==> config.mk <==
export PLATFORM = sky130hd
export DESIGN_NAME = adab_fifo
export DESIGN_NICKNAME = d
export VERILOG_FILES = /design/src/rtl/adab_pkg.sv /design/src/rtl/adab_fifo.sv
export SDC_FILE = /design/constraint.sdc
export NUM_CORES = 1
export LEC_CHECK = 0
export BUFFER_PORTS_ARGS = -buffer_cell sky130_fd_sc_hd__buf_4
export CAP_MARGIN = 20
export CORE_MARGIN = 8
export CORE_UTILIZATION = 49
export CTS_BUF_LIST = sky130_fd_sc_hd__clkbuf_16
export DETAILED_ROUTE_END_ITERATION = 7
export GPL_TIMING_DRIVEN = 0
export HOLD_SLACK_MARGIN = 0.15
export PLACE_DENSITY = 0.83
export SLEW_MARGIN = 20
export SYNTH_ARGS = -nofsm -noshare
export SYNTH_HDL_FRONTEND = slang
export SYNTH_SLANG_ARGS = --single-unit
==> constraint.sdc <==
create_clock -name aclk -period 6.1 [get_ports aclk]
set_input_delay 1.22 -clock aclk [delete_from_list [all_inputs] [get_ports aclk]]
set_output_delay 1.22 -clock aclk [all_outputs]
set_load 0.01 [all_outputs]
==> src/rtl/adab_pkg.sv <==
// AdaBelief update engine: shared constants, types and saturation helpers.
// Used by every module of the block but the RAM; depends on nothing else.
`timescale 1ns / 1ps

package adab_pkg;

    localparam int MAX_PARAMS = 1024;
    localparam int IDX_W      = $clog2(MAX_PARAMS);
    localparam int LEN_W      = 11;
    localparam int FRAC_BITS  = 24;
    localparam int DATA_W     = 32;
    localparam int COEF_W     = 24;
    localparam int POW_W      = FRAC_BITS + 1;
    localparam int MEM_W      = 3 * DATA_W;
    localparam int CFG_IDX_W  = 3;
    localparam int CFG_DATA_W = 24;
    localparam int ROOT_W     = (DATA_W + FRAC_BITS) / 2;
    localparam int SQX_W      = 2 * ROOT_W;

    localparam logic [POW_W-1:0] ONE_Q = POW_W'(1) << FRAC_BITS;

    // Configuration register indexes.
    localparam logic [CFG_IDX_W-1:0] REG_VECTOR_LENGTH  = 3'd0;
    localparam logic [CFG_IDX_W-1:0] REG_BETA_FIRST     = 3'd1;
    localparam logic [CFG_IDX_W-1:0] REG_BETA_BELIEF    = 3'd2;
    localparam logic [CFG_IDX_W-1:0] REG_LEARNING_RATE  = 3'd3;
    localparam logic [CFG_IDX_W-1:0] REG_STABILITY_TERM = 3'd4;

    localparam logic [LEN_W-1:0]  RST_VECTOR_LENGTH  = 11'd1024;
    localparam logic [COEF_W-1:0] RST_BETA_FIRST     = 24'd15099494;
    localparam logic [COEF_W-1:0] RST_BETA_BELIEF    = 24'd16760439;
    localparam logic [COEF_W-1:0] RST_LEARNING_RATE  = 24'd1678;
    localparam logic [COEF_W-1:0] RST_STABILITY_TERM = 24'd1;

    localparam logic signed [63:0] S32_MAX = 64'sd2147483647;
    localparam logic signed [63:0] S32_MIN = -64'sd2147483648;

    typedef struct packed {
        logic [COEF_W-1:0] beta_first;
        logic [COEF_W-1:0] beta_belief;
        logic [COEF_W-1:0] learning_rate;
        logic [COEF_W-1:0] stability_term;
    } cfg_t;

    // One classified word handed from the front to the back.
    typedef struct packed {
        logic signed [DATA_W-1:0] grad;
        logic [IDX_W-1:0]         idx;
        logic                     last;
        logic                     first;
    } job_t;

    function automatic logic signed [DATA_W-1:0] sat32(input logic signed [63:0] x);
        if (x > S32_MAX) begin
            return 32'sh7fffffff;
        end else if (x < S32_MIN) begin
            return 32'sh80000000;
        end else begin
            return x[DATA_W-1:0];
        end
    endfunction

    function automatic logic signed [DATA_W-1:0] clamp_pos(input logic signed [63:0] x);
        if (x < 64'sd0) begin
            return 32'sd0;
        end else if (x > S32_MAX) begin
            return 32'sh7fffffff;
        end else begin
            return x[DATA_W-1:0];
        end
    endfunction

endpackage

==> src/rtl/adab_fifo.sv <==
// Two-word queue between the front and the back of the update engine.
// Depends on adab_pkg for the word type.
`timescale 1ns / 1ps

module adab_fifo (
    input  logic             aclk,
    input  logic             aresetn,
    input  logic             push,
    input  adab_pkg::job_t   push_data,
    output logic             full,
    input  logic             pop,
    output adab_pkg::job_t   pop_data,
    output logic             empty
);

    adab_pkg::job_t slot_reg [2];
    logic           wptr_reg;
    logic           rptr_reg;
    logic [1:0]     count_reg;

    always_ff @(posedge aclk) begin
        if (!aresetn) begin
            wptr_reg  <= 1'b0;
            rptr_reg  <= 1'b0;
            count_reg <= 2'd0;
        end else begin
            if (push) begin
                slot_reg[wptr_reg] <= push_data;
                wptr_reg           <= ~wptr_reg;
            end
            if (pop) begin
                rptr_reg <= ~rptr_reg;
            end
            if (push && !pop) begin
                count_reg <= count_reg + 2'd1;
            end else if (pop && !push) begin
                count_reg <= count_reg - 2'd1;
            end
        end
    end

    assign pop_data = slot_reg[rptr_reg];
    assign full     = count_reg == 2'd2;
    assign empty    = count_reg == 2'd0;

endmodule

; Word-level counts from Yosys, hierarchy flattened
; Memory sizes are Yosys's and may differ from the RTL's. A register that Yosys moved wholly into a read port is not among the register bits.
; Index checks and enable logic that the tools add are counted.
[op_classes]
bitwise_logic = 2
eq_ne = 1
n_addsub = 2
n_reduce_logical = 6
mux = 7
[op_table]
columns = operator, count
row1 = 1-bit two-way mux, 5
row2 = 2-bit two-way mux, 2
row3 = 2-bit by 1-bit adder with 2-bit output (second input constant), 1
row4 = 2-bit == test (second input constant), 1
row5 = 1-bit logical AND, 2
row6 = 1-bit zero test, 2
row7 = 2-bit zero test, 1
row8 = 1-bit inverter, 2
row9 = 2-bit nonzero test, 1
row10 = 2-bit by 1-bit subtractor with 2-bit output (second input constant), 1
[word_totals]
ram_bits = 88
ff_bits = 4
inputBits = 48
wordCells = 22
memories = 1
output_inout_bits = 46
[mem_list]
columns = memory, depth, width, read_ports, rd_clocked_by_memory_dff, write_ports, line_no
row1 = slot_reg, 2, 44, 1, 1, 1, adab_fifo.sv:16  ; adab_pkg::job_t slot_reg [2];

; Logic depth before layout (Yosys ltp)
[logic_depth]
ltp_word = 4
mapped_depth = 5
mapped_depth_nobuf = 5

; Worst setup path before layout
; No wires, ideal clock.
[synth_path]
path_kind = input to register
from = input aresetn
to = memory slot_reg[0][0] (netlist name) (enable)
stages = 2
n_path_buf = 0
setup_time_ps = 447
required_time_ps = 5653
slack_ps = 2522
t_arrival_ps = 3131
cell_sequence = nand2_1 > nor2_1
[synth_via]
elab_chain_len = 2
[synth_lines]
columns = element, line_no
row1 = from (decl), adab_fifo.sv:7  ; input logic aresetn,
row2 = 1-bit two-way mux, adab_fifo.sv:22  ; if (!aresetn) begin
row3 = 1-bit two-way mux (not written as such), adab_fifo.sv:28  ; slot_reg[wptr_reg] <= push_data;
row4 = to (decl), adab_fifo.sv:16
; No other way between the ends.

==> flow_metrics.tcl <==
set metrics [dict create \
    syn_inst 160 \
    syn-num-nets 209 \
    min_period_over_period_pct 45.1 \
    antenna_found_initial 0 \
    rows 30 \
    dieWidth_um 99.2 \
    hold_viol 0 \
    cts_buffer_depth 2 \
    drv_slew 0 \
    drc 0 \
    root_buffer "clkbuf_16" \
    ys_seq_area_share_pct 80.8 \
    outcome "complete, no violations" \
    grt-ovfl-total 0 \
    vias_per_cell 4.99 \
    dr.pass1.iters 4 \
    crit_arrival_ps 1530 \
    vias 1757 \
    ff2ff_path_depth 2 \
    slew_headroom_pct 56.6 \
    place_area_mm2 0.00428 \
    wire_per_inst_um 17.9 \
    worstPathRequired_ps 4880 \
    cts_sinks 93 \
    highest_layer "met4" \
    critPathLaunchType "flop" \
    ir_drop_v 0.000169 \
    largest_reg_flops 88 \
    end_kind "primary output" \
    ys_ff_latch 93 \
    hpwlAfterDp_mm 4.55 \
    power_density_mw_per_mm2 319 \
    fmax_mhz 363 \
    final_layout_size_suffix_gt1_share_pct 59.2 \
    grt_pass1_wl_mm 9.99 \
    place.gp.congestion 0.625 \
    maxCapViolCount 0 \
    period_minus_slack_ps 2750 \
    p_leak_nw 1.74 \
    worstMarginPinSlew_ps 651 \
    wl_met1_mm 2.38 \
    setup_viol 0 \
    htreeDepth 3 \
    post_cts_resized 0 \
    synthDistinctLibCells 17 \
    grt_max_degree 25 \
    holdWs_ps 545 \
    stdcell_count 352 \
    clkLatencyLatePin_ps 320 \
    cts_made_buffers 9 \
    syn_to_final_growth_pct 35.2 \
    total_power_mw 1.46 \
    synth.avg_cell_area_um2 21.2 \
    worstPathMaxFanout 10 \
    cts_tree "built" \
    rrSetupSlack_ps 4490 \
    track_usage_pct 13.3 \
    worst_clock_skew_ps 4.60 \
    drt.antenna.violating_nets 0 \
    post_cts_buffers 0 \
    design.die.area_mm2 0.00985 \
    fill_cells 495 \
    holdPathStages 2 \
    grt_pass1_vias 2071 \
    crit_type "reg -> out" \
    wl_met3_um 363 \
    first_iter_violations 61 \
    cts-hold-fix-buffers 0 \
    synth_warnings 0 \
    routed_wl_mm 6.32 \
    routed-wl-met2_mm 3.51 \
    io_buffers 93 \
    clk_pin_slew_ps 60 \
    core_area_mm2 0.00676 \
    fp.dieH_um 99.2 \
    dp_cells 336 \
    hold_path.class "reg -> reg" \
    final_cell_area_mm2 0.00459 \
    fin_nets 316 \
    num_io_pins 94 \
    grt_setup_unrepaired "false" \
    setup_tns_ps 0 \
    diodes 0 \
    syn_area_mm2 0.00339 \
    start_util_pct 50.2 \
]
-- critical path: stages (launching register included) --
cell	delay, ps
dfxtp_1	300
buf_2	190
buf_4	220
mux2_2	360
buf_4	140
-- area by class of cell --
cell class | count | area (um2) | area share [%]
Clock buffer | 9 | 225 | 4.91
Clock inverter | 7 | 81.3 | 1.77
Inverter | 1 | 3.75 | 0.0818
Timing Repair Buffer | 96 | 781 | 17.0
Sequential cell | 93 | 2740 | 59.7
Multi-Input combinational cell | 61 | 622 | 13.5
Buffer | 5 | 35.0 | 0.763
Tap cell | 80 | 100 | 2.18
-- cells in the final DEF (no fill, tap or decap), types with 2 or more instances in the layout --
cell type,synthesis,layout
clkinv_2,0,2
inv_1,1,2
edfxtp_1,88,88
and2_1,4,4
buf_4,4,97
clkinv_1,0,2
bufinv_16,0,2
clkbuf_16,0,9
mux2_2,44,44
buf_16,0,3
xor2_1,3,3
dfxtp_1,5,5
-- final timing paths --
check	end	from
worst max-delay path	pop_data[15]	flop
worst min-delay path	count_reg[1]	count_reg[1]
worst max register to register	slot_reg[1][39]	wptr_reg
worst min register to register	count_reg[1]	count_reg[1]
-- Yosys cell counts --
cell	instances	share of area, %
and2_1	4	0.74
or3_1	1	0.18
ha_1	1	0.37
dfxtp_1	5	2.9
and3_1	1	0.18
xor2_1	3	0.77
buf_2	1	0.15
edfxtp_1	88	78
a21boi_1	1	0.22
and2b_2	1	0.26
inv_1	1	0.11
xnor2_1	1	0.26
nand2_1	1	0.11
o21ai_0	1	0.15
buf_4	4	0.88
nor2_1	2	0.22
mux2_2	44	15
-- per-layer routing --
metal	GRT usage (%)	vias to the layer above
met4	6.29	0
met2	24.5	50
met3	4.68	4
met1	13.0	867
met5	0	-
li1	-	836
-- logic make-up (layout without fill, tap and decap cells) --
kind of cell,count (synthesis),count (layout),synth area share (%)
AO/OA/AOI/OAI,2,2,0.369
flip-flops,93,93,80.8
adder cells (fa/ha/maj),1,1,0.369
XOR/XNOR,4,4,1.03
multiplexers,44,44,14.6
buffers and inverters,6,118,1.14
AND/OR/NAND/NOR,10,10,1.70
-- report_power, final --
group | leakage, nW | internal (mW) | switching [mW]
registers | 0.850 | 0.728 | 0.00831
logic | 0.738 | 0.0955 | 0.0716
clock network | 0.155 | 0.353 | 0.208
total | 1.74 | 1.18 | 0.288
-- per-stage QoR --
step / setup WS [ps] / utilization (%)
after floorplan: 2520 / -
after global placement: 1330 / 62.1
after detailed placement: 3560 / 63.4
after CTS: 3300 / 67.9
after global routing: 3230 / 67.9
final: 3350 / 67.9
Power figures use the tool's default switching activity.
