[src/rtl/adab_pkg.sv]
// AdaBelief update engine: shared constants, types and saturation helpers.
// Used by every module of the block but the RAM; depends on nothing else.
`timescale 1ns / 1ps

package adab_pkg;

    localparam int MAX_PARAMS = 1024;
    localparam int IDX_W      = $clog2(MAX_PARAMS);
    localparam int LEN_W      = 11;
    localparam int FRAC_BITS  = 24;
    localparam int DATA_W     = 32;
    localparam int COEF_W     = 24;
    localparam int POW_W      = FRAC_BITS + 1;
    localparam int MEM_W      = 3 * DATA_W;
    localparam int CFG_IDX_W  = 3;
    localparam int CFG_DATA_W = 24;
    localparam int ROOT_W     = (DATA_W + FRAC_BITS) / 2;
    localparam int SQX_W      = 2 * ROOT_W;

    localparam logic [POW_W-1:0] ONE_Q = POW_W'(1) << FRAC_BITS;

    // Configuration register indexes.
    localparam logic [CFG_IDX_W-1:0] REG_VECTOR_LENGTH  = 3'd0;
    localparam logic [CFG_IDX_W-1:0] REG_BETA_FIRST     = 3'd1;
    localparam logic [CFG_IDX_W-1:0] REG_BETA_BELIEF    = 3'd2;
    localparam logic [CFG_IDX_W-1:0] REG_LEARNING_RATE  = 3'd3;
    localparam logic [CFG_IDX_W-1:0] REG_STABILITY_TERM = 3'd4;

    localparam logic [LEN_W-1:0]  RST_VECTOR_LENGTH  = 11'd1024;
    localparam logic [COEF_W-1:0] RST_BETA_FIRST     = 24'd15099494;
    localparam logic [COEF_W-1:0] RST_BETA_BELIEF    = 24'd16760439;
    localparam logic [COEF_W-1:0] RST_LEARNING_RATE  = 24'd1678;
    localparam logic [COEF_W-1:0] RST_STABILITY_TERM = 24'd1;

    localparam logic signed [63:0] S32_MAX = 64'sd2147483647;
    localparam logic signed [63:0] S32_MIN = -64'sd2147483648;

    typedef struct packed {
        logic [COEF_W-1:0] beta_first;
        logic [COEF_W-1:0] beta_belief;
        logic [COEF_W-1:0] learning_rate;
        logic [COEF_W-1:0] stability_term;
    } cfg_t;

    // One classified word handed from the front to the back.
    typedef struct packed {
        logic signed [DATA_W-1:0] grad;
        logic [IDX_W-1:0]         idx;
        logic                     last;
        logic                     first;
    } job_t;

    function automatic logic signed [DATA_W-1:0] sat32(input logic signed [63:0] x);
        if (x > S32_MAX) begin
            return 32'sh7fffffff;
        end else if (x < S32_MIN) begin
            return 32'sh80000000;
        end else begin
            return x[DATA_W-1:0];
        end
    endfunction

    function automatic logic signed [DATA_W-1:0] clamp_pos(input logic signed [63:0] x);
        if (x < 64'sd0) begin
            return 32'sd0;
        end else if (x > S32_MAX) begin
            return 32'sh7fffffff;
        end else begin
            return x[DATA_W-1:0];
        end
    endfunction

endpackage

[src/rtl/adab_front.sv]
// Front of the update engine: configuration registers, input acceptance,
// vector position tracking. Depends on adab_pkg.
`timescale 1ns / 1ps

module adab_front (
    input  logic                              aclk,
    input  logic                              aresetn,
    input  logic                              s_tvalid,
    output logic                              s_tready,
    input  logic [adab_pkg::DATA_W-1:0]       s_tdata,
    input  logic                              cfg_valid,
    output logic                              cfg_ready,
    input  logic [adab_pkg::CFG_IDX_W-1:0]    cfg_index,
    input  logic [adab_pkg::CFG_DATA_W-1:0]   cfg_data,
    input  logic                              clear_done,
    input  logic                              fifo_full,
    output logic                              push,
    output adab_pkg::job_t                    push_data,
    output adab_pkg::cfg_t                    cfg
);

    logic [adab_pkg::LEN_W-1:0]  vlen_reg;
    adab_pkg::cfg_t              cfg_reg;
    logic [adab_pkg::IDX_W-1:0]  pos_reg;
    logic [adab_pkg::LEN_W-1:0]  len_eff;
    logic                        last;

    assign cfg_ready = 1'b1;

    always_ff @(posedge aclk) begin
        if (!aresetn) begin
            vlen_reg               <= adab_pkg::RST_VECTOR_LENGTH;
            cfg_reg.beta_first     <= adab_pkg::RST_BETA_FIRST;
            cfg_reg.beta_belief    <= adab_pkg::RST_BETA_BELIEF;
            cfg_reg.learning_rate  <= adab_pkg::RST_LEARNING_RATE;
            cfg_reg.stability_term <= adab_pkg::RST_STABILITY_TERM;
        end else if (cfg_valid) begin
            unique case (cfg_index)
                adab_pkg::REG_VECTOR_LENGTH:
                    vlen_reg <= cfg_data[adab_pkg::LEN_W-1:0];
                adab_pkg::REG_BETA_FIRST:     cfg_reg.beta_first     <= cfg_data;
                adab_pkg::REG_BETA_BELIEF:    cfg_reg.beta_belief    <= cfg_data;
                adab_pkg::REG_LEARNING_RATE:  cfg_reg.learning_rate  <= cfg_data;
                adab_pkg::REG_STABILITY_TERM: cfg_reg.stability_term <= cfg_data;
                default: ;
            endcase
        end
    end

    // A length of zero runs as one, anything above the store depth as the depth.
    always_comb begin
        if (vlen_reg == '0) begin
            len_eff = adab_pkg::LEN_W'(1);
        end else if (vlen_reg > adab_pkg::LEN_W'(adab_pkg::MAX_PARAMS)) begin
            len_eff = adab_pkg::LEN_W'(adab_pkg::MAX_PARAMS);
        end else begin
            len_eff = vlen_reg;
        end
    end

    assign last     = ({1'b0, pos_reg} + adab_pkg::LEN_W'(1)) >= len_eff;
    assign s_tready = clear_done && !fifo_full;
    assign push     = s_tvalid && s_tready;

    assign push_data.grad  = $signed(s_tdata);
    assign push_data.idx   = pos_reg;
    assign push_data.last  = last;
    assign push_data.first = pos_reg == '0;

    always_ff @(posedge aclk) begin
        if (!aresetn) begin
            pos_reg <= '0;
        end else if (push) begin
            pos_reg <= last ? '0 : pos_reg + adab_pkg::IDX_W'(1);
        end
    end

    assign cfg = cfg_reg;

endmodule

[config.mk]
export PLATFORM = sky130hd
export DESIGN_NAME = adab_front
export DESIGN_NICKNAME = d
export VERILOG_FILES = /design/src/rtl/adab_pkg.sv /design/src/rtl/adab_front.sv
export SDC_FILE = /design/constraint.sdc
export NUM_CORES = 1
export LEC_CHECK = 0
export ABC_CLOCK_PERIOD_IN_PS = 3500
export BUFFER_PORTS_ARGS = -buffer_cell sky130_fd_sc_hd__buf_2
export CAP_MARGIN = 20
export CELL_PAD_IN_SITES_DETAIL_PLACEMENT = 2
export CELL_PAD_IN_SITES_GLOBAL_PLACEMENT = 2
export CORE_MARGIN = 2
export CORE_UTILIZATION = 26
export CTS_CLUSTER_DIAMETER = 150
export DETAILED_ROUTE_END_ITERATION = 12
export PLACE_DENSITY = 0.89
export RECOVER_POWER = 25
export SLEW_MARGIN = 10
export SYNTH_ARGS = -nofsm -noshare
export SYNTH_HDL_FRONTEND = slang
export SYNTH_SLANG_ARGS = --single-unit
export TNS_END_PERCENT = 5
[constraint.sdc]
create_clock -name aclk -period 3.5 [get_ports aclk]
set_clock_uncertainty 0.1 [all_clocks]
set_input_delay 0 -clock aclk [delete_from_list [all_inputs] [get_ports aclk]]
set_output_delay 0 -clock aclk [all_outputs]
set_load 0.01 [all_outputs]
[Yosys cells after proc, flatten, opt, wreduce, memory -nomap -nowiden]
Cells that the tools add are included.
W data, S select, Z words.
Word-level totals
  flip-flop bits (word level): 117
  latch bits: 0
  memory bits (writable): 0
  memory bits (read-only): 0
  bits of input ports: 65
  output and inout port bits: 143
  word-level logic and storage cells: 28
  memories: 0
Operators by class
  add/sub/neg operators: 2
  multiply operators: 0
  div/mod/pow operators: 0
  magnitude comparators: 2
  eq/ne operators: 4
  shifts and indexed selects: 0
  multiplexer cells: 3
  bitwise gates (word level): 0
  reduce and logical (&&, ||, !) cells: 11
Operator list (number)
  $mux W11: 2
  $add A10 B1 Y11 const B: 1
  $ge A11 B11 Y1: 1
  $gt A11 B11 Y1 const B: 1
  $logic_not A11 Y1: 1
  $add A10 B1 Y10 const B: 1
  $logic_not A10 Y1: 1
  $mux W10: 1
  $reduce_and A2 Y1: 5
  $eq A3 B2 Y1 const B: 2
  $eq A3 B1 Y1 const B: 1
  $eq A3 B3 Y1 const B: 1
  $logic_not A3 Y1: 1
  $logic_and A1 B1 Y1: 2
  $logic_not A1 Y1: 1

[Longest topological paths before layout]
Gate-level depths: netlist of the first run.
  word-level depth: 5
  gate-level depth with buffers: 13
  depth with buffers taken out: 12

[Worst setup path after synthesis of the first run]
No wires, ideal clock.
  kind: flip-flop to flip-flop
  start point: register pos_reg[0] (netlist bit)
  end point: register pos_reg[6] (netlist bit)
  library setup time: 0.070 ns
  arrival: 2.397 ns
  data required time: 3.330 ns
  setup slack: 0.932 ns
  cell stages (with the launch flop): 14
  buffers on the path: 1
  clock period less this slack: 2.568 ns
  path through: dfxtp_1 ha_1 nand3_2 nor2_1 nand2_1 xor2_1 inv_1 ha_1 a21oi_1 o21ai_0 a21oi_1 buf_4 nand4_1 a21oi_1
Between the ends
  longest elaborated chain between the ends: 3
  elaborated cells on any way between the ends: 4
  those cells by class: 2 x add/sub; 1 x order compare; 1 x mux
RTL lines
  from (decl): line adab_front.sv:24  | logic [adab_pkg::IDX_W-1:0] pos_reg;
  from (signal assigned): line adab_front.sv:74  | pos_reg <= last ? '0 : pos_reg + adab_pkg::IDX_W'(1);
  $add A10 B1 Y11: line adab_front.sv:61  | assign last = ({1'b0, pos_reg} + adab_pkg::LEN_W'(1)) >= len_eff;
  $ge A11 B11 Y1: line adab_front.sv:61
  $mux W10 *: line adab_front.sv:74
Every way passes the cells marked *; elsewhere a longest branch is shown, timed or not.
A chain may end at the register's enable or synchronous reset.

==> results of run 1 <==
power by group through the flow:
stage / Clock (mW) / Combinational, mW / Sequential, mW
2_1_floorplan: 0 / 0.138 / 1.43
3_3_place_gp: 0 / 0.220 / 1.41
3_5_place_dp: 0 / 0.228 / 1.42
4_1_cts: 1.78 / 0.296 / 1.39
5_1_grt: 1.84 / 0.325 / 1.39
6_report: 1.74 / 0.300 / 1.39
how the worst max path moves through the flow:
stage / endpoint / from
after floorplan: pos_reg[6]$_SDFFE_PN0P_ / pos_reg[0]$_SDFFE_PN0P_
after global placement: pos_reg[8]$_SDFFE_PN0P_ / pos_reg[0]$_SDFFE_PN0P_
after detailed placement: pos_reg[8]$_SDFFE_PN0P_ / pos_reg[0]$_SDFFE_PN0P_
after CTS: push_data[1] / pos_reg[0]$_SDFFE_PN0P_
after global routing: push_data[1] / pos_reg[0]$_SDFFE_PN0P_
final: push_data[1] / pos_reg[0]$_SDFFE_PN0P_
final cells by class:
type | instances | area [um^2]
Antenna cell | 1 | 2.502
Clock inverter | 14 | 141.4
Timing Repair Buffer | 211 | 1360
Multi-Input combinational cell | 448 | 2176
Inverter | 9 | 33.78
Fill cell | 2178 | 12010
Clock buffer | 18 | 439.2
Tap cell | 260 | 325.3
Sequential cell | 117 | 2342
metrics by stage:
stage	hold WS, ns	cell area (um^2)	cells	utilization	total power [mW]
detailed placement	-0.09993	5645	984	0.2998	1.643
floorplan	-0.04651	5032	650	-	1.565
CTS	0.04380	6817	1075	0.3620	3.459
global route	0.1000	6818	1077	0.3621	3.558
finish	0.07627	6820	1078	0.3622	3.433
global placement	-0.09993	5645	984	0.2998	1.634
worst reg2reg max path, delay by kind of cell (launching register included):
family	cells	cell delay [ns]
fa+ha+maj	2	0.61
compound gates	4	0.59
simple gates	4	0.53
flops	1	0.48
buf+inv	2	0.29
xor+xnor	1	0.22
Yosys cell counts, types with 2 or more instances:
cell	number	share of area
inv_1	7	0.0052
nand4_1	9	0.011
clkbuf_1	19	0.014
buf_4	38	0.057
o211ai_1	2	0.0030
buf_6	5	0.011
dfxtp_1	117	0.47
nand3_1	55	0.055
buf_2	14	0.014
and3_1	5	0.0062
xnor2_1	4	0.0070
nor4_1	4	0.0050
nand3_2	2	0.0040
o21ai_0	4	0.0040
ha_1	13	0.032
nor3_1	4	0.0040
a21oi_1	77	0.077
nor2_1	4	0.0030
nor2b_1	3	0.0037
or2_1	3	0.0037
nor2_2	2	0.0025
nand2_1	239	0.18
xor2_1	4	0.0070
cells by family after synthesis:
logic type | Yosys count | synth area share
AO/OA/AOI/OAI | 86 | 0.08876
flip-flops | 117 | 0.4654
XOR/XNOR | 8 | 0.01392
buffers and inverters | 85 | 0.1027
other | 1 | 0.0007452
AND/OR/NAND/NOR | 340 | 0.2961
adder cells (fa/ha/maj) | 13 | 0.03232
placed cells by master (no fill, tap or decap), drive strengths merged, types with 2 or more instances in the layout:
| cell | n |
|---|---|
| buf | 120 |
| inv | 15 |
| nor2b | 4 |
| ha | 13 |
| nand3 | 57 |
| xnor2 | 4 |
| clkinvlp | 3 |
| clkbuf | 50 |
| and3 | 5 |
| o31ai | 2 |
| a21oi | 77 |
| o21ai | 4 |
| clkinv | 4 |
| dfxtp | 117 |
| nor4 | 4 |
| nand2 | 239 |
| o211ai | 2 |
| xor2 | 4 |
| or2 | 3 |
| nand4 | 10 |
| nor2 | 7 |
| dlygate4sd3 | 59 |
| nor3 | 5 |
layer usage:
layer,GRT usage,up-vias
met4,0.06931,0
met2,0.3881,167
met5,0,-
met1,0.2323,2577
li1,-,2401
met3,0.07143,32
timing repair:
item | in CTS | in global routing
hold buffers | 59 | 0
gates resized for setup | 0 | 1
endpoints found under the setup margin | 0 | 1
hold endpoints to repair | 139 | 0
==> out/results.ini, run 1 <==
[route]
wl_met2_um = 11320
wl_um = 21630
viasPerCell = 4.802
top_layer = met4
antenna_left = 0
dr_wl_met3_um = 1339
wl_per_cell_um = 20.07
route.detailed.drc = 0
vias = 5177
wl_met1_um = 8574
drt_iter0_drc = 169
first_pass_iters = 4

[setup_path]
r2r_start = pos_reg[0]$_SDFFE_PN0P_
endpoint_kind = primary output
cp.depth = 13
crit_family = simple AND/OR/NAND/NOR gates
slowest_delay_ns = 0.48
crit_buf_inv = 3
rr_worst_depth = 13
path_class = flop to primary output
cp_max_fo = 13
required_ns = 3.40
critPathLaunchType = flop
worstReg2RegEnd = pos_reg[8]$_SDFFE_PN0P_
cp.arrival_ns = 3.11
path_cells = ha_1, nand3_2, nor2_1, nand2_1, xor2_1, inv_1, ha_1, nand4_1, nor3_1, a21oi_1, buf_4, nand2_1, buf_2
cp_slowest_cell = dfxtp_1
rrSetupSlack_ns = 0.59

[synth]
yosysWarnings = 0
synth_cells = 650
avgSynthCellArea_um2 = 7.742
syn-num-nets = 728
synth-edff-count = 0
synth-seq-cells = 117
synth_area_um2 = 5032
ys.flop_type = dfxtp_1
ys_seq_area_frac = 0.4654
postSynth.asyncResetShare = 0
synth_cell_types = 39

[timing]
setup_ws_ns = 0.2891
slew_violations = 0
max_slew_margin = 0.2844
tightest_slew_ns = 1.073
final-hold-violation-count = 0
finalSetupTns_ns = 0
min_period_over_period = 0.9174
rsz0062_at_grt = no
fmax_mhz = 311.4
setup_violations = 0
fin_crit_ns = 3.211

[cts]
clock_latency_ns = 0.41
clock_path_buffers = 2
cts.clk_slew.worst_paths_ns = 0.06
cts-root-buf = clkbuf_16
htree_num_levels = 4
cts_buffers = 17
post_cts_buffers = 0
cts.sinks = 117
cts_tree = yes

[floorplanning]
initial_core_util = 0.2672
top_level_ports = 208
die_h_um = 143.1
die_w_um = 143.1
dieArea_um2 = 20480
coreArea_um2 = 18830
rows = 50

[power]
p_clk_frac = 0.508
power_density_nw_per_um2 = 503.4
p_leak_nw = 2.900
p_int_mw = 2.498
ir_worst_vdd_mv = 0.3354
seq_power_share = 0.404
comb_power_share = 0.087
p_sw_mw = 0.9354
power.share.switching = 0.2725

[cells_and_area]
area_growth_pct = 35.53
largest_reg_flops = 96
fin_nets = 882
drive_above_1_share = 0.1995

[global_routing]
grt_usage = 0.2134
grt_pass1_wl_um = 33010
grt_max_degree = 54
antenna_found_initial = 1
globalRouteOverflowTotal = 0
grt_pass1_vias = 5785

[placed_design]
gp_congestion = 0.7783
port_buffers = 142
dp_hpwl_um = 13070
place_ws_ns = 0.4798

[min_path]
hold_depth = 6
min_to = cfg[56]$_SDFFE_PN0P_
hold_path.class = input pin to flop
min_from = cfg_valid

[run_status]
outcome = finished clean

[flow_run]
max-cap-violations = 0

Power figures use the tool's default switching activity.
==> inputs of run 2 (changes only) <==
--- a/config.mk
+++ b/config.mk
@@ -8,7 +8,7 @@
 export ABC_CLOCK_PERIOD_IN_PS = 3500
 export BUFFER_PORTS_ARGS = -buffer_cell sky130_fd_sc_hd__buf_2
 export CAP_MARGIN = 20
-export CELL_PAD_IN_SITES_DETAIL_PLACEMENT = 2
+export CELL_PAD_IN_SITES_DETAIL_PLACEMENT = 1
 export CELL_PAD_IN_SITES_GLOBAL_PLACEMENT = 2
 export CORE_MARGIN = 2
 export CORE_UTILIZATION = 26
==> run 2 against run 1 <==
Net effect:
- sequential power about the same
- power up 1.3%
- fmax up 0.44%
- global-route usage down 3.8 points
- die area unchanged
- register-to-register slack worse by 0.03 ns
- first-iteration DRC count down 12%
- non-clock buffer count up 1
- clock power up 4%
- via count down 5.4%
- flip-flop and latch count unchanged
- cell area up 0.39%
- highest routed layer unchanged
==> out/results.ini, run 2 (same netlist as run 1, synthesis figures left out) <==
[run_status]
outcome = finished clean

[cts]
clock_path_buffers = 2  ; unchanged
cts_buffers = 17  ; unchanged
cts.sinks = 117  ; unchanged
htree_num_levels = 4  ; unchanged
cts-root-buf = clkbuf_16
cts_tree = yes
clock_latency_ns = 0.41  ; about the same
ctsResizeCount = 0  ; unchanged
cts.clk_slew.worst_paths_ns = 0.06  ; about the same

[timing]
setup_ws_ns = 0.3032  ; +0.01413 ns
holdWs_ns = 0.04201  ; -0.03425 ns
max_slew_margin = 0.3478  ; +0.06344
setup_violations = 0  ; unchanged
tightest_slew_ns = 0.9783  ; -0.09516 ns
finalSetupTns_ns = 0  ; unchanged
slew_violations = 0  ; unchanged
rsz0062_at_grt = no
fin_crit_ns = 3.197  ; -0.01413 ns
fmax_mhz = 312.8  ; +0.44%
final-hold-violation-count = 0  ; unchanged
min_period_over_period = 0.9134  ; -0.004037

[setup_path]
worstSetupEndpoint = push_data[1]
worstReg2RegEnd = pos_reg[8]$_SDFFE_PN0P_
endpoint_kind = primary output
cp_max_fo = 13  ; unchanged
slowest_delay_ns = 0.47  ; about the same
rrSetupSlack_ns = 0.56  ; -0.03 ns
startpoint = pos_reg[0]$_SDFFE_PN0P_
r2r_start = pos_reg[0]$_SDFFE_PN0P_
path_cells = ha_1, nand3_2, nor2_1, nand2_1, xor2_1, inv_1, ha_1, nand4_1, nor3_1, a21oi_1, buf_4, nand2_1, buf_2
cp.arrival_ns = 3.10  ; about the same
critPathLaunchType = flop
rr_worst_depth = 11  ; -2
required_ns = 3.40  ; about the same
path_class = flop to primary output
cp_slowest_cell = dfxtp_1

[route]
viasPerCell = 4.548  ; -5.3%
antenna_left = 0  ; unchanged
vias = 4898  ; -5.4%
wl_um = 17730  ; -18%
route.detailed.drc = 0  ; unchanged
drt_iter0_drc = 148  ; -12%
first_pass_iters = 4  ; unchanged
wl_per_cell_um = 16.47  ; -18%

[cells_and_area]
fin_nets = 883  ; +0.11%
area_growth_pct = 36.05
final_common_cell = nand2_1
final_core_util = 0.3636  ; +0.001395
largest_reg_flops = 96  ; unchanged
fin_cells = 1077  ; -0.093%
antenna_cells = 0  ; -1
layout_common_cells = nand2_1 (239), dfxtp_1 (117), buf_2 (110)
design_area_um2 = 6847  ; +0.39%
fillers = 2311  ; +6.1%
drive_above_1_share = 0.1971  ; -0.002448

[placed_design]
port_buffers = 142  ; unchanged
place_ws_ns = 0.5482  ; +0.06840 ns
dp_hpwl_um = 11520  ; -12%
place_inst = 984  ; unchanged
gp_congestion = 0.7783  ; unchanged
post_dp_cell_area_um2 = 5645  ; unchanged

[floorplanning]
coreArea_um2 = 18830  ; unchanged
die_w_um = 143.1  ; unchanged
rows = 50  ; unchanged
dieArea_um2 = 20480  ; unchanged
top_level_ports = 208  ; unchanged
die_h_um = 143.1  ; unchanged
initial_core_util = 0.2672  ; unchanged

[power]
power_mw = 3.479  ; +1.3%
ir_worst_vdd_mv = 0.2836  ; -15%
power_density_nw_per_um2 = 508.1  ; +0.95%
p_leak_nw = 2.898  ; about the same

[global_routing]
grt_usage = 0.1750  ; -0.03845
globalRouteOverflowTotal = 0  ; unchanged
grt_max_degree = 54  ; unchanged
antenna_found_initial = 0  ; -1
grt_pass1_wl_um = 27320  ; -17%
grt_pass1_vias = 4967  ; -14%

[flow_run]
max-cap-violations = 0  ; unchanged

[min_path]
hold_path.class = input pin to flop

## run 2: cell count changes in the layout (fill, tap and decap cells not counted), sizes merged
cell | previous run | this run
buf | 120 | 121
bufinv | 1 | 3
clkinv | 4 | 5
diode | 1 | 0
inv | 15 | 11
## run 2: power breakdown
part | switching [mW] | total [mW] | leakage, nW | internal [mW]
registers | 0.0200 | 1.39 | 0.950 | 1.37
clock network | 0.679 | 1.81 | 0.285 | 1.13
logic | 0.171 | 0.286 | 1.66 | 0.115
## run 2: cell type report
type | count | area, um^2 | area share
multi-input cells | 448 | 2173 | 0.3174
flip-flops and latches | 117 | 2342 | 0.3421
clock buffers | 18 | 429.2 | 0.06268
clock inverters | 13 | 176.4 | 0.02577
inverters | 9 | 33.78 | 0.004934
well taps | 260 | 325.3 | 0.04751
repair buffers | 212 | 1366 | 0.1996
## run 2: worst max-delay path, delay by kind of cell (launching register included)
family / cells / cell delay [ns]
and+or+nand+nor: 6 / 0.89
buffers and inverters: 3 / 0.43
adders and majority gates: 2 / 0.60
AOI/OAI and AO/OA: 1 / 0.10
xor gates and xnor gates: 1 / 0.20
DFF: 1 / 0.47
## run 2: per-layer routing
metal  track usage  share of wire  up-vias  wire length (um)
met5             0              0        -                 0
met4       0.05472          0.012        0               205
met3       0.07176          0.078       12              1375
met2        0.2878           0.49      135              8683
met1        0.2078           0.42     2351              7468
li1              -              -     2400                 -
## run 2: what timing repair did
item | CTS | global route
hold endpoints to repair | 139 | 0
endpoints found under the setup margin | 0 | 0
buffers inserted | 0 | 0
hold buffers | 59 | 0
## run 2: worst min-delay path by stage
stage	start	endpoint	slack [ns]	cells past startpoint
floorplan	fifo_full	s_tready	-0.05	1
global placement	s_tdata[0]	push_data[12]	-0.1	0
detailed placement	s_tdata[0]	push_data[12]	-0.1	0
CTS	cfg_valid	cfg[55]$_SDFFE_PN0P_	0.03	6
global route	cfg_valid	cfg[56]$_SDFFE_PN0P_	0.08	6
finish	cfg_valid	cfg[56]$_SDFFE_PN0P_	0.04	6
==> inputs of run 3 (changes only) <==
--- a/config.mk
+++ b/config.mk
@@ -14,7 +14,8 @@
 export CORE_UTILIZATION = 26
 export CTS_CLUSTER_DIAMETER = 150
 export DETAILED_ROUTE_END_ITERATION = 12
-export PLACE_DENSITY = 0.89
+export HOLD_SLACK_MARGIN = 0.1
+export PLACE_DENSITY = 0.84
 export RECOVER_POWER = 25
 export SLEW_MARGIN = 10
 export SYNTH_ARGS = -nofsm -noshare
==> run 3 against run 2 <==
Net effect:
- non-clock buffer count increased by 7
- largest cell class unchanged
- largest power group unchanged
- critical path type unchanged
- global-route usage about the same
- cell area grew 0.44%
==> out/results.ini, run 3 (same netlist as run 1, synthesis figures left out) <==
[run_status]
outcome = finished clean

[timing]
setup_ws_ns = 0.3121  ; +0.008953 ns
rsz0062_at_grt = no
final-hold-violation-count = 0  ; unchanged
slew_violations = 0  ; unchanged
tightest_slew_ns = 1.058  ; +0.08004 ns
fmax_mhz = 313.7  ; +0.28%
finalSetupTns_ns = 0  ; unchanged
fin_crit_ns = 3.188  ; -0.008953 ns
min_period_over_period = 0.9108  ; -0.002558
max_slew_margin = 0.2945  ; -0.05336
setup_violations = 0  ; unchanged

[floorplanning]
coreArea_um2 = 18830  ; unchanged
die_w_um = 143.1  ; unchanged
die_h_um = 143.1  ; unchanged
rows = 50  ; unchanged
dieArea_um2 = 20480  ; unchanged
initial_core_util = 0.2672  ; unchanged
top_level_ports = 208  ; unchanged

[cts]
cts.sinks = 117  ; unchanged
cts-root-buf = clkbuf_16
ctsResizeCount = 0  ; unchanged
cts_tree = yes
clock_path_buffers = 2  ; unchanged
cts.clk_slew.worst_paths_ns = 0.06  ; about the same
clock_latency_ns = 0.42  ; about the same
cts_buffers = 17  ; unchanged
htree_num_levels = 4  ; unchanged

[route]
viasPerCell = 4.592  ; +0.97%
wl_um = 17930  ; +1.1%
wl_per_cell_um = 16.52  ; +0.35%
antenna_left = 0  ; unchanged
route.detailed.drc = 0  ; unchanged
vias = 4982  ; +1.7%
drt_iter0_drc = 111  ; -25%
first_pass_iters = 4  ; unchanged

[setup_path]
endpoint_kind = primary output
required_ns = 3.40  ; about the same
path_class = flop to primary output
r2r_start = pos_reg[0]$_SDFFE_PN0P_
startpoint = pos_reg[0]$_SDFFE_PN0P_
cp_max_fo = 13  ; unchanged
critPathLaunchType = flop
cp.arrival_ns = 3.09  ; about the same

[placed_design]
gp_congestion = 0.7721  ; -0.80%
dp_hpwl_um = 11610  ; +0.80%
port_buffers = 142  ; unchanged
place_ws_ns = 0.5565  ; +0.008340 ns

[min_path]
min_from = cfg_valid
hold_path.class = input pin to flop

[global_routing]
grt_pass1_vias = 4923  ; -0.89%
globalRouteOverflowTotal = 0  ; unchanged
grt_usage = 0.1752  ; +0.0001998
grt_pass1_wl_um = 27300  ; about the same
grt_max_degree = 54  ; unchanged
antenna_found_initial = 1  ; +1

[cells_and_area]
antenna_cells = 0  ; unchanged
drive_above_1_share = 0.1964  ; -0.0006988
layout_common_cells = nand2_1 (239), dfxtp_1 (117), buf_2 (110)
area_growth_pct = 36.65
largest_reg_flops = 96  ; unchanged
fin_nets = 890  ; +0.79%
final_common_cell = nand2_1

[power]
p_clk_frac = 0.503  ; -0.016
power.share.switching = 0.2667  ; +0.01668
power_density_nw_per_um2 = 491.3  ; -3.3%
seq_power_share = 0.410  ; +0.012
comb_power_share = 0.087  ; +0.005
p_leak_nw = 2.903  ; +0.18%
ir_worst_vdd_mv = 0.3345  ; +18%
p_sw_mw = 0.9009  ; +3.6%
p_int_mw = 2.477  ; -5.1%

[flow_run]
max-cap-violations = 0  ; unchanged

-- run 3: cell count changes in the layout (fill, tap and decap cells not counted) --
cell and delta:
clkbuf_1 -1, buf_8 -1, clkinv_2 +2, clkinvlp_4 -1, dlygate4sd3_1 +8, inv_6 +4, clkinv_4 -1, bufinv_16 -2
-- run 3: stage by stage --
step	util	hold WS [ns]	instances	area, um^2	power [mW]
global route	0.3652	0.1561	1085	6877	3.508
finish	0.3652	0.1217	1085	6877	3.378
detailed placement	0.2998	-0.09993	984	5645	1.638
floorplan	-	-0.04651	650	5032	1.565
global placement	0.2998	-0.09993	984	5645	1.637
CTS	0.3657	0.1243	1083	6887	3.417
-- run 3: critical path, cell delays in order, from the launching register on --
cell	delay, ns
dfxtp_1	0.47
ha_1	0.29
nand3_2	0.15
nor2_1	0.17
nand2_1	0.08
xor2_1	0.19
inv_1	0.09
ha_1	0.31
nand4_1	0.11
nand2b_1	0.44
nand2_1	0.19
buf_2	0.18
-- run 3: power groups by stage --
stage	clock, mW	combinational (mW)	sequential [mW]
global route	1.80	0.319	1.39
CTS	1.74	0.295	1.39
finish	1.70	0.293	1.39
floorplan	0	0.138	1.43
global placement	0	0.224	1.41
detailed placement	0	0.225	1.41
-- run 3: layer usage --
layer | track usage | up-vias | share of wire
li1 | - | 2423 | -
met3 | 0.06405 | 21 | 0.066
met5 | 0 | - | 0.00039
met4 | 0.05576 | 2 | 0.014
met2 | 0.2878 | 131 | 0.48
met1 | 0.2127 | 2405 | 0.44
-- run 3: path summary, 6_finish.rpt --
| kind | end | slack [ns] | depth (start not counted) |
|---|---|---|---|
| worst min register to register | cfg[2]$_SDFFE_PN0P_ | 0.35 | 2 |
| worst max-delay path | push_data[1] | 0.31 | 11 |
| worst max register to register | pos_reg[8]$_SDFFE_PN0P_ | 0.57 | 11 |
| worst min-delay path | cfg[8]$_SDFFE_PN0P_ | 0.12 | 4 |
-- run 3: cell type report --
class	count	area, um^2
clock buffers	17	425.4
clock inverters	15	145.1
fillers	2296	11950
inverters	9	33.78
multi-input cells	448	2173
flip-flops and latches	117	2342
well taps	260	325.3
repair buffers	219	1431
-- run 3: timing repair --
action | in CTS | in global routing
buffers inserted | 0 | 0
endpoints found under the hold margin | 143 | 0
hold buffers | 67 | 0
